`src/rtl/core/multi_stack_engine_top_macros.svh`:
```
// Assertion macros for the multi-stack engine.
// Included by the RTL files that carry assertions; defines nothing else.
`ifndef MULTI_STACK_ENGINE_TOP_MACROS_SVH
`define MULTI_STACK_ENGINE_TOP_MACROS_SVH
`ifndef ASSERT_OFF
`define MSK_ASSERT_IMP(label, clk, rst_n, ante, cons) \
	label: assert property (@(posedge clk) disable iff (!rst_n) (ante) |-> (cons)) \
		else $error("multi_stack_engine: assertion failed");
`define MSK_ASSERT_NXT(label, clk, rst_n, ante, cons) \
	label: assert property (@(posedge clk) disable iff (!rst_n) (ante) |=> (cons)) \
		else $error("multi_stack_engine: assertion failed");
`else
`define MSK_ASSERT_IMP(label, clk, rst_n, ante, cons)
`define MSK_ASSERT_NXT(label, clk, rst_n, ante, cons)
`endif
`endif

```
`src/rtl/core/msk_pkg.sv`:
```
// Shared types, codes and helpers of the multi-stack engine.
// Used by msk_store, multi_stack_engine_top and the testbench; depends on nothing.
`default_nettype none
package msk_pkg;

	localparam int DEF_STACK_COUNT   = 8;
	localparam int DEF_TOTAL_ENTRIES = 128;
	localparam int DEF_DATA_WIDTH    = 32;

	// fixed item field widths
	localparam int IDX_W    = 3;
	localparam int WORD_W   = 32;
	localparam int STATUS_W = 2;
	localparam int FILL_W   = 5;

	localparam logic MODE_PUSH = 1'b0;
	localparam logic MODE_POP  = 1'b1;

	typedef enum logic [STATUS_W-1:0] {
		STAT_OK    = 2'd0,
		STAT_FULL  = 2'd1,
		STAT_EMPTY = 2'd2
	} status_t;

	typedef enum logic [1:0] {
		ST_IDLE,
		ST_FILL,
		ST_POP,
		ST_OUT
	} state_t;

	// memory strobes from the controller to the store
	typedef struct packed {
		logic fill_re;
		logic fill_we;
		logic entry_re;
		logic entry_we;
	} store_ctl_t;

	// stack index folded into the stack count by repeated subtraction
	function automatic logic [IDX_W-1:0] fold_index(logic [IDX_W-1:0] idx, int count);
		logic [IDX_W-1:0] v;
		v = idx;
		for (int i = 0; i < 4; i++) begin
			if (int'(v) >= count) begin
				v = v - IDX_W'(count);
			end
		end
		return v;
	endfunction

endpackage
`default_nettype wire

```
`src/rtl/core/msk_store.sv`:
```
// Storage of the multi-stack engine: shared entry memory and per-stack fill memory.
// Both memories have a registered (synchronous) read; uses msk_pkg types.
`default_nettype none
module msk_store #(
	parameter int STACK_COUNT   = 8,
	parameter int TOTAL_ENTRIES = 128,
	parameter int STORE_WIDTH   = 32,
	parameter int FILL_WIDTH    = 5
) (
	input  wire                             clk,
	input  wire                             arst_n,
	input  wire msk_pkg::store_ctl_t        ctl,
	input  wire [$clog2(STACK_COUNT)-1:0]   fill_addr,
	input  wire [FILL_WIDTH-1:0]            fill_wdata,
	output logic [FILL_WIDTH-1:0]           fill_rdata,
	input  wire [$clog2(TOTAL_ENTRIES)-1:0] entry_addr,
	input  wire [STORE_WIDTH-1:0]           entry_wdata,
	output logic [STORE_WIDTH-1:0]          entry_rdata
);

	logic [STORE_WIDTH-1:0] entry_mem [TOTAL_ENTRIES];
	logic [FILL_WIDTH-1:0]  fill_mem  [STACK_COUNT];
	logic [STACK_COUNT-1:0] fill_valid_q;

	// entry memory: never cleared, a pop only reads words a push wrote
	always_ff @(posedge clk) begin
		if (ctl.entry_we) begin
			entry_mem[entry_addr] <= entry_wdata;
		end
		if (ctl.entry_re) begin
			entry_rdata <= entry_mem[entry_addr];
		end
	end

	// fill memory: an entry never written reads as empty
	always_ff @(posedge clk) begin
		if (ctl.fill_we) begin
			fill_mem[fill_addr] <= fill_wdata;
		end
		if (ctl.fill_re) begin
			fill_rdata <= fill_valid_q[fill_addr] ? fill_mem[fill_addr] : '0;
		end
	end

	always_ff @(posedge clk or negedge arst_n) begin
		if (!arst_n) begin
			fill_valid_q <= '0;
		end else if (ctl.fill_we) begin
			fill_valid_q[fill_addr] <= 1'b1;
		end
	end

endmodule
`default_nettype wire

```
`src/rtl/core/multi_stack_engine_top.sv`:
```
// Top level of the multi-stack engine: stream ports, control sequencer, result register.
// Depends on msk_pkg, msk_store and multi_stack_engine_top_macros.svh.
//
// Several LIFO stacks share one entry memory, each owning a fixed segment of
// TOTAL_ENTRIES / STACK_COUNT words. An input item pushes a word onto a stack or
// pops its top; every item gives one result item with the popped word (zero
// unless a pop succeeded), a status (ok, full on a refused push, empty on a
// refused pop) and the stack's fill count afterwards. A stack index at or above
// STACK_COUNT wraps modulo the stack count. Items are handled one at a time:
// the fill count is read from its memory, then the entry memory is written
// (push) or read (pop). For a push or a refused operation the result is decided
// in ST_FILL and loaded into the result register from ST_OUT; a successful pop
// passes through ST_POP for the entry read in between. The next item is taken
// in ST_IDLE, after that load. The result register holds a finished item while
// the sink stalls, and a new item may be accepted meanwhile; that item then
// waits in ST_OUT before its load until the held item has left, so sink stalls
// delay its result. No clearing pass is needed after reset: fill counts start
// empty through per-stack valid bits.
`default_nettype none
`include "multi_stack_engine_top_macros.svh"
module multi_stack_engine_top #(
	parameter int STACK_COUNT   = msk_pkg::DEF_STACK_COUNT,
	parameter int TOTAL_ENTRIES = msk_pkg::DEF_TOTAL_ENTRIES,
	parameter int DATA_WIDTH    = msk_pkg::DEF_DATA_WIDTH
) (
	input  wire         clk,
	input  wire         arst_n,
	input  wire         s_tvalid,
	output logic        s_tready,
	input  wire  [31:0] s_tdata,  // [31:0] push_value
	input  wire  [3:0]  s_tuser,  // [0] mode, [3:1] stack_index
	output logic        m_tvalid,
	input  wire         m_tready,
	output logic [39:0] m_tdata,  // [31:0] pop_value, [36:32] fill_count, rest zero
	output logic [1:0]  m_tuser   // [1:0] status
);
	import msk_pkg::*;

	localparam int SegDepth = TOTAL_ENTRIES / STACK_COUNT;
	localparam int FillW    = $clog2(SegDepth + 1);
	localparam int SidxW    = $clog2(STACK_COUNT);
	localparam int EntryAw  = $clog2(TOTAL_ENTRIES);
	localparam int StoreW   = (DATA_WIDTH < WORD_W) ? DATA_WIDTH : WORD_W;

	state_t state_q, state_d;

	// item being worked on
	logic              mode_q;
	logic [SidxW-1:0]  sidx_q;
	logic [StoreW-1:0] word_q;

	// result being built
	status_t           status_q;
	logic [FillW-1:0]  fill_res_q;
	logic [WORD_W-1:0] popped_q;

	// result register
	logic              out_valid_q;
	logic [WORD_W-1:0] out_pop_q;
	logic [FILL_W-1:0] out_fill_q;
	status_t           out_status_q;

	store_ctl_t        ctl;
	logic [SidxW-1:0]  in_sidx;
	logic [SidxW-1:0]  fill_addr;
	logic [FillW-1:0]  fill_rdata;
	logic [FillW-1:0]  fill_wdata;
	logic [EntryAw-1:0] entry_addr;
	logic [StoreW-1:0] entry_rdata;

	logic              in_accept;
	logic              out_free;
	logic              is_full;
	logic              is_empty;
	logic              op_ok;
	logic              res_load;
	logic              out_load;
	logic [FillW-1:0]  fill_next;
	status_t           status_next;

	assign in_sidx   = SidxW'(fold_index(s_tuser[3:1], STACK_COUNT));
	assign in_accept = s_tvalid && s_tready;
	assign out_free  = !out_valid_q || m_tready;

	// decision on the fill count read in the previous cycle
	assign is_full  = (int'(fill_rdata) >= SegDepth);
	assign is_empty = (fill_rdata == '0);
	assign op_ok    = (mode_q == MODE_PUSH) ? !is_full : !is_empty;

	always_comb begin
		fill_next   = fill_rdata;
		status_next = STAT_OK;
		if (mode_q == MODE_PUSH) begin
			if (is_full) begin
				status_next = STAT_FULL;
			end else begin
				fill_next = fill_rdata + FillW'(1);
			end
		end else begin
			if (is_empty) begin
				status_next = STAT_EMPTY;
			end else begin
				fill_next = fill_rdata - FillW'(1);
			end
		end
	end

	assign fill_addr  = (state_q == ST_IDLE) ? in_sidx : sidx_q;
	assign fill_wdata = fill_next;
	// push writes at the old top, pop reads at the new top
	assign entry_addr = EntryAw'(32'(sidx_q) * SegDepth + 32'(fill_rdata))
		- ((mode_q == MODE_POP) ? EntryAw'(1) : EntryAw'(0));

	// sequencer
	always_comb begin
		state_d      = state_q;
		s_tready     = 1'b0;
		ctl          = '0;
		res_load     = 1'b0;
		out_load     = 1'b0;
		case (state_q)
			ST_IDLE: begin
				s_tready    = 1'b1;
				ctl.fill_re = 1'b1;
				if (s_tvalid) begin
					state_d = ST_FILL;
				end
			end
			ST_FILL: begin
				res_load     = 1'b1;
				ctl.fill_we  = op_ok;
				ctl.entry_we = op_ok && (mode_q == MODE_PUSH);
				ctl.entry_re = op_ok && (mode_q == MODE_POP);
				state_d      = (op_ok && (mode_q == MODE_POP)) ? ST_POP : ST_OUT;
			end
			ST_POP: begin
				state_d = ST_OUT;
			end
			ST_OUT: begin
				if (out_free) begin
					out_load = 1'b1;
					state_d  = ST_IDLE;
				end
			end
			default: begin
				state_d = ST_IDLE;
			end
		endcase
	end

	always_ff @(posedge clk or negedge arst_n) begin
		if (!arst_n) begin
			state_q <= ST_IDLE;
		end else begin
			state_q <= state_d;
		end
	end

	always_ff @(posedge clk) begin
		if (in_accept) begin
			mode_q <= s_tuser[0];
			sidx_q <= in_sidx;
			word_q <= s_tdata[StoreW-1:0];
		end
		if (res_load) begin
			status_q   <= status_next;
			fill_res_q <= fill_next;
			popped_q   <= '0;
		end
		if (state_q == ST_POP) begin
			popped_q <= WORD_W'(entry_rdata);
		end
	end

	// result register
	always_ff @(posedge clk or negedge arst_n) begin
		if (!arst_n) begin
			out_valid_q <= 1'b0;
		end else if (out_load) begin
			out_valid_q <= 1'b1;
		end else if (m_tready) begin
			out_valid_q <= 1'b0;
		end
	end

	always_ff @(posedge clk) begin
		if (out_load) begin
			out_pop_q    <= popped_q;
			out_fill_q   <= FILL_W'(fill_res_q);
			out_status_q <= status_q;
		end
	end

	assign m_tvalid = out_valid_q;
	assign m_tdata  = {3'b000, out_fill_q, out_pop_q};
	assign m_tuser  = out_status_q;

	msk_store #(
		.STACK_COUNT   (STACK_COUNT),
		.TOTAL_ENTRIES (TOTAL_ENTRIES),
		.STORE_WIDTH   (StoreW),
		.FILL_WIDTH    (FillW)
	) u_store (
		.clk         (clk),
		.arst_n      (arst_n),
		.ctl         (ctl),
		.fill_addr   (fill_addr),
		.fill_wdata  (fill_wdata),
		.fill_rdata  (fill_rdata),
		.entry_addr  (entry_addr),
		.entry_wdata (word_q),
		.entry_rdata (entry_rdata)
	);

	// a refused operation never carries a word
	`MSK_ASSERT_IMP(a_refused_zero, clk, arst_n,
		m_tvalid && (m_tuser != STAT_OK), m_tdata[31:0] == '0)
	// the fill count never exceeds the segment
	`MSK_ASSERT_IMP(a_fill_bound, clk, arst_n,
		state_q == ST_OUT, int'(fill_res_q) <= SegDepth)
	// memory writes only happen for an operation that was allowed
	`MSK_ASSERT_IMP(a_write_ok, clk, arst_n,
		ctl.entry_we || ctl.fill_we, (state_q == ST_FILL) && op_ok)
	// an accepted item is decided in the following cycle
	`MSK_ASSERT_NXT(a_accept_fill, clk, arst_n, in_accept, state_q == ST_FILL)

endmodule
`default_nettype wire

```
`config.mk`:
```
export PLATFORM = sky130hd
export DESIGN_NAME = multi_stack_engine_top
export DESIGN_NICKNAME = d
export VERILOG_FILES = /design/src/rtl/core/msk_pkg.sv /design/src/rtl/core/msk_store.sv /design/src/rtl/core/multi_stack_engine_top.sv
export VERILOG_INCLUDE_DIRS = /design/src /design/src/rtl/core
export SDC_FILE = /design/constraint.sdc
export NUM_CORES = 2
export LEC_CHECK = 0
export BUFFER_PORTS_ARGS = -buffer_cell sky130_fd_sc_hd__buf_2
export CELL_PAD_IN_SITES_DETAIL_PLACEMENT = 0
export CELL_PAD_IN_SITES_GLOBAL_PLACEMENT = 1
export CORE_MARGIN = 1
export CORE_UTILIZATION = 55
export DETAILED_ROUTE_END_ITERATION = 10
export HOLD_SLACK_MARGIN = 0.03
export PLACE_DENSITY_LB_ADDON = 0.1
export SYNTH_ARGS = -nofsm -noshare
export SYNTH_HDL_FRONTEND = slang
export SYNTH_MEMORY_MAX_BITS = 65536
export SYNTH_SLANG_ARGS = --single-unit
```
`constraint.sdc`:
```
create_clock -name clk -period 7.6 [get_ports clk]
set_input_delay 1.52 -clock clk [delete_from_list [all_inputs] [get_ports clk]]
set_output_delay 1.52 -clock clk [all_outputs]
set_load 0.01 [all_outputs]
```
==> results.txt <==
status = complete, but fails checks
failing checks = max-capacitance violations, max-slew violations
setup bufs post-CTS = 0
Antenna Nets Post-Route = 0
CTS H-tree lvls = 5
gr usage total = 35.5%
post-CTS sizing = 0
Tcrit/Tclk final = 87.6%
vias in the first global route = 93,921
Placement Cell Area = 174,000 sq um
Final min period = 6660 ps
RSZ-0062 raised after global routing = false
fill count = 21,376
R2R Setup Slk = 940 ps
cts hold-fix bufs = 0
WL met3 = 66,900 um
placed insts = 13,354
post-synthesis mux area share = 6.91%
synthesis-to-layout area growth = 12.9%
CP max stage delay = 1440 ps
gpl congestion = 0.890
Cells after Synth = 9,501
Slew headroom = -3.56%
post-synthesis sequential area ratio = 77.6%
crit end category = register
xor and xnor area share after synthesis = 0.0610%
drt initial violations = 15,644
initial antenna violation count = 70
Die X = 552 um
Max Cap Viol = 1
Worst-Margin Slew = 1550 ps
top cells by count, synth = edfxtp_1 (4,287), mux2i_1 (654), a221oi_1 (608)
buffers and inverters on the worst path = 4
critical path type = reg2reg
Largest delay share family, worst path = compound AO/OA/AOI/OAI gates
Skew-Pair Late Insertion Delay = 980 ps
Core ar. = 300,000 sq um
top-count cell post-synth = edfxtp_1
final std cell area, no fill = 188,000 sq um
initial core utilization = 55.4%
Ports = 84
Avg Synthesized Cell Area = 17.5 sq um
Clock Tree Root = clkbuf_16
post-synthesis adder-cell area fraction = 0.170%
top post-synthesis cells by area = edfxtp_1 (77%), mux2i_1 (3.9%), a221oi_1 (3.2%)
die area = 304,000 sq um
asr flop ratio synth = 0.256%
arrival time worst endpoint = 7480 ps
Max Root-Sink Buffers = 4
met2 routed WL = 246,000 um
Post-Route Setup TNS = 0 ps
pin count of the biggest net entering global routing = 133
vias per cell = 6.98
Slew Viols, Final = 3
routed len/inst = 38.5 um
Nets = 9,892
Startpoint Class = register
Yosys warnings = 0
Synth top area share = 77.5%
CTS Buf Count = 432
DRC Markers = 0
Yosys reg bits = 4,298
Slowest-stage cell, CP = fa_4
fraction of layout cells with a size suffix above 1 = 17.3%
Final setup viols = 0
Synth Area in Simple Gates = 2.68%
Synth area leader = edfxtp_1
min-delay worst type = reg2reg
First-pass DRT Iterations = 8
Critical Path Fanout Max = 35
CTS Sinks = 4,298
CTS clk-pin slew, worst paths = 60 ps
WP data required = 8420 ps
crit-path cells = ha_4 > inv_1 > ha_4 > inv_1 > fa_4 > buf_12 > and2_4 > buf_12 > a22oi_1 > a21oi_1 > o32a_1 > a21oi_1 > o22ai_1 > or3_1
largest family of logic cells by synthesized area = compound AO/OA/AOI/OAI gates
final cell count without fillers = 14,160
wirelength, routed = 546,000 um
Clock Skews = 48.3 ps
Post-synth EDFFs = 4,287
Rows = 201
max layer used = met5
# port buffers = 80
compound-gate portion of the synthesized area = 10.4%
Die Span Y = 552 um
total number of vias = 98,821
final hold vios = 0
wire length on met1 = 207,000 um
CTS tree = built
Cell variety after synth = 82
first-pass GRT wire length = 747,000 um
Primary FF master, synth = edfxtp_1
Peak Freq = 150 MHz
Synth Cell Area = 166,000 sq um
detailed placement HPWL = 320,000 um
GR Overflow Total = 0
==> metrics by stage <==
step                hold slack (ps)  utilization, %  setup slack, ps
global route                    420            62.5              925
CTS                             412            62.5              800
detailed placement              405            58.0              801
finish                          416            62.5              942
floorplan                       400               -             1990
global placement                401            57.9              343
==> cells by family after synthesis <==
family | after synthesis
flip-flops | 4298
multiplexers | 1051
XOR/XNOR | 10
AO/OA/AOI/OAI | 2405
adder cells (fa/ha/maj) | 22
AND/OR/NAND/NOR | 1006
other | 1
buffers and inverters | 708
==> sequential cells by signal, indices dropped and copies added (netlist names), 3 cells and up <==
name,flops
u_store.fill_valid_q,8
u_store.entry_mem,4096
popped_q,32
word_q,32
out_pop_q,32
fill_res_q,5
sidx_q,3
u_store.fill_rdata,5
u_store.fill_mem,40
u_store.entry_rdata,32
out_fill_q,5
==> layout make-up <==
type / instances / area [sq um] / area share, %
well taps: 3958 / 4950 / 2.64
multi-input cells: 4497 / 35000 / 18.6
flip-flops and latches: 4298 / 129000 / 68.7
diodes: 18 / 45.0 / 0.0240
clock inverters: 254 / 2320 / 1.24
repair buffers: 581 / 5010 / 2.67
inverters: 20 / 95.1 / 0.0507
clock buffers: 534 / 11300 / 6.02
==> layout by cell type (no fill, tap or decap), types with 37 or more instances in the layout <==
| master | synthesis | final |
|---|---|---|
| a221o_1 | 96 | 96 |
| nand3_1 | 63 | 63 |
| nor2_1 | 499 | 380 |
| buf_4 | 66 | 427 |
| o22ai_1 | 144 | 144 |
| clkinv_2 | 0 | 83 |
| nand2_1 | 221 | 219 |
| a31oi_1 | 56 | 46 |
| clkbuf_1 | 225 | 97 |
| mux2_1 | 38 | 38 |
| a22o_1 | 37 | 37 |
| clkinv_1 | 0 | 101 |
| buf_12 | 0 | 63 |
| a211oi_1 | 49 | 48 |
| o21ai_0 | 345 | 345 |
| clkbuf_16 | 0 | 437 |
| a22oi_1 | 194 | 194 |
| edfxtp_1 | 4287 | 4287 |
| a21oi_1 | 474 | 474 |
| o221ai_1 | 119 | 119 |
| mux4_2 | 38 | 38 |
| buf_2 | 282 | 80 |
| nor2_4 | 0 | 121 |
| o211ai_1 | 62 | 62 |
| mux2_2 | 312 | 312 |
| mux2i_1 | 654 | 654 |
| a221oi_1 | 608 | 608 |
==> routing by layer <==
layer,global-route usage [%],vias to the layer above
met2,54.0,6728
li1,-,39716
met1,49.4,51220
met5,0,-
met3,8.50,1109
met4,14.6,48
==> worst register-to-register path, stage by stage (launching register included) <==
cell and delay [ps]:
edfxtp_1 570, ha_4 250, inv_1 90, ha_4 140, inv_1 50, fa_4 1440, buf_12 520, and2_4 760
buf_12 340, a22oi_1 150, a21oi_1 240, o32a_1 390, a21oi_1 150, o22ai_1 1190, or3_1 240
==> final timing paths <==
| check | from | to | depth (start not counted) |
|---|---|---|---|
| setup / recovery | mode_q | u_store.entry_rdata[26] | 14 |
| hold reg to reg | popped_q[20] | out_pop_q[20] | 0 |
| setup reg to reg | mode_q | u_store.entry_rdata[26] | 14 |
| hold / removal | popped_q[20] | out_pop_q[20] | 0 |
| max in group asynchronous | arst_n | u_store.fill_valid_q[5] | 1 |
| min in group asynchronous | arst_n | u_store.fill_valid_q[6] | 1 |
Power is left out: the tool's default activity adds up to more than one toggle a clock period on the data nets, which glitch-free logic cannot reach.
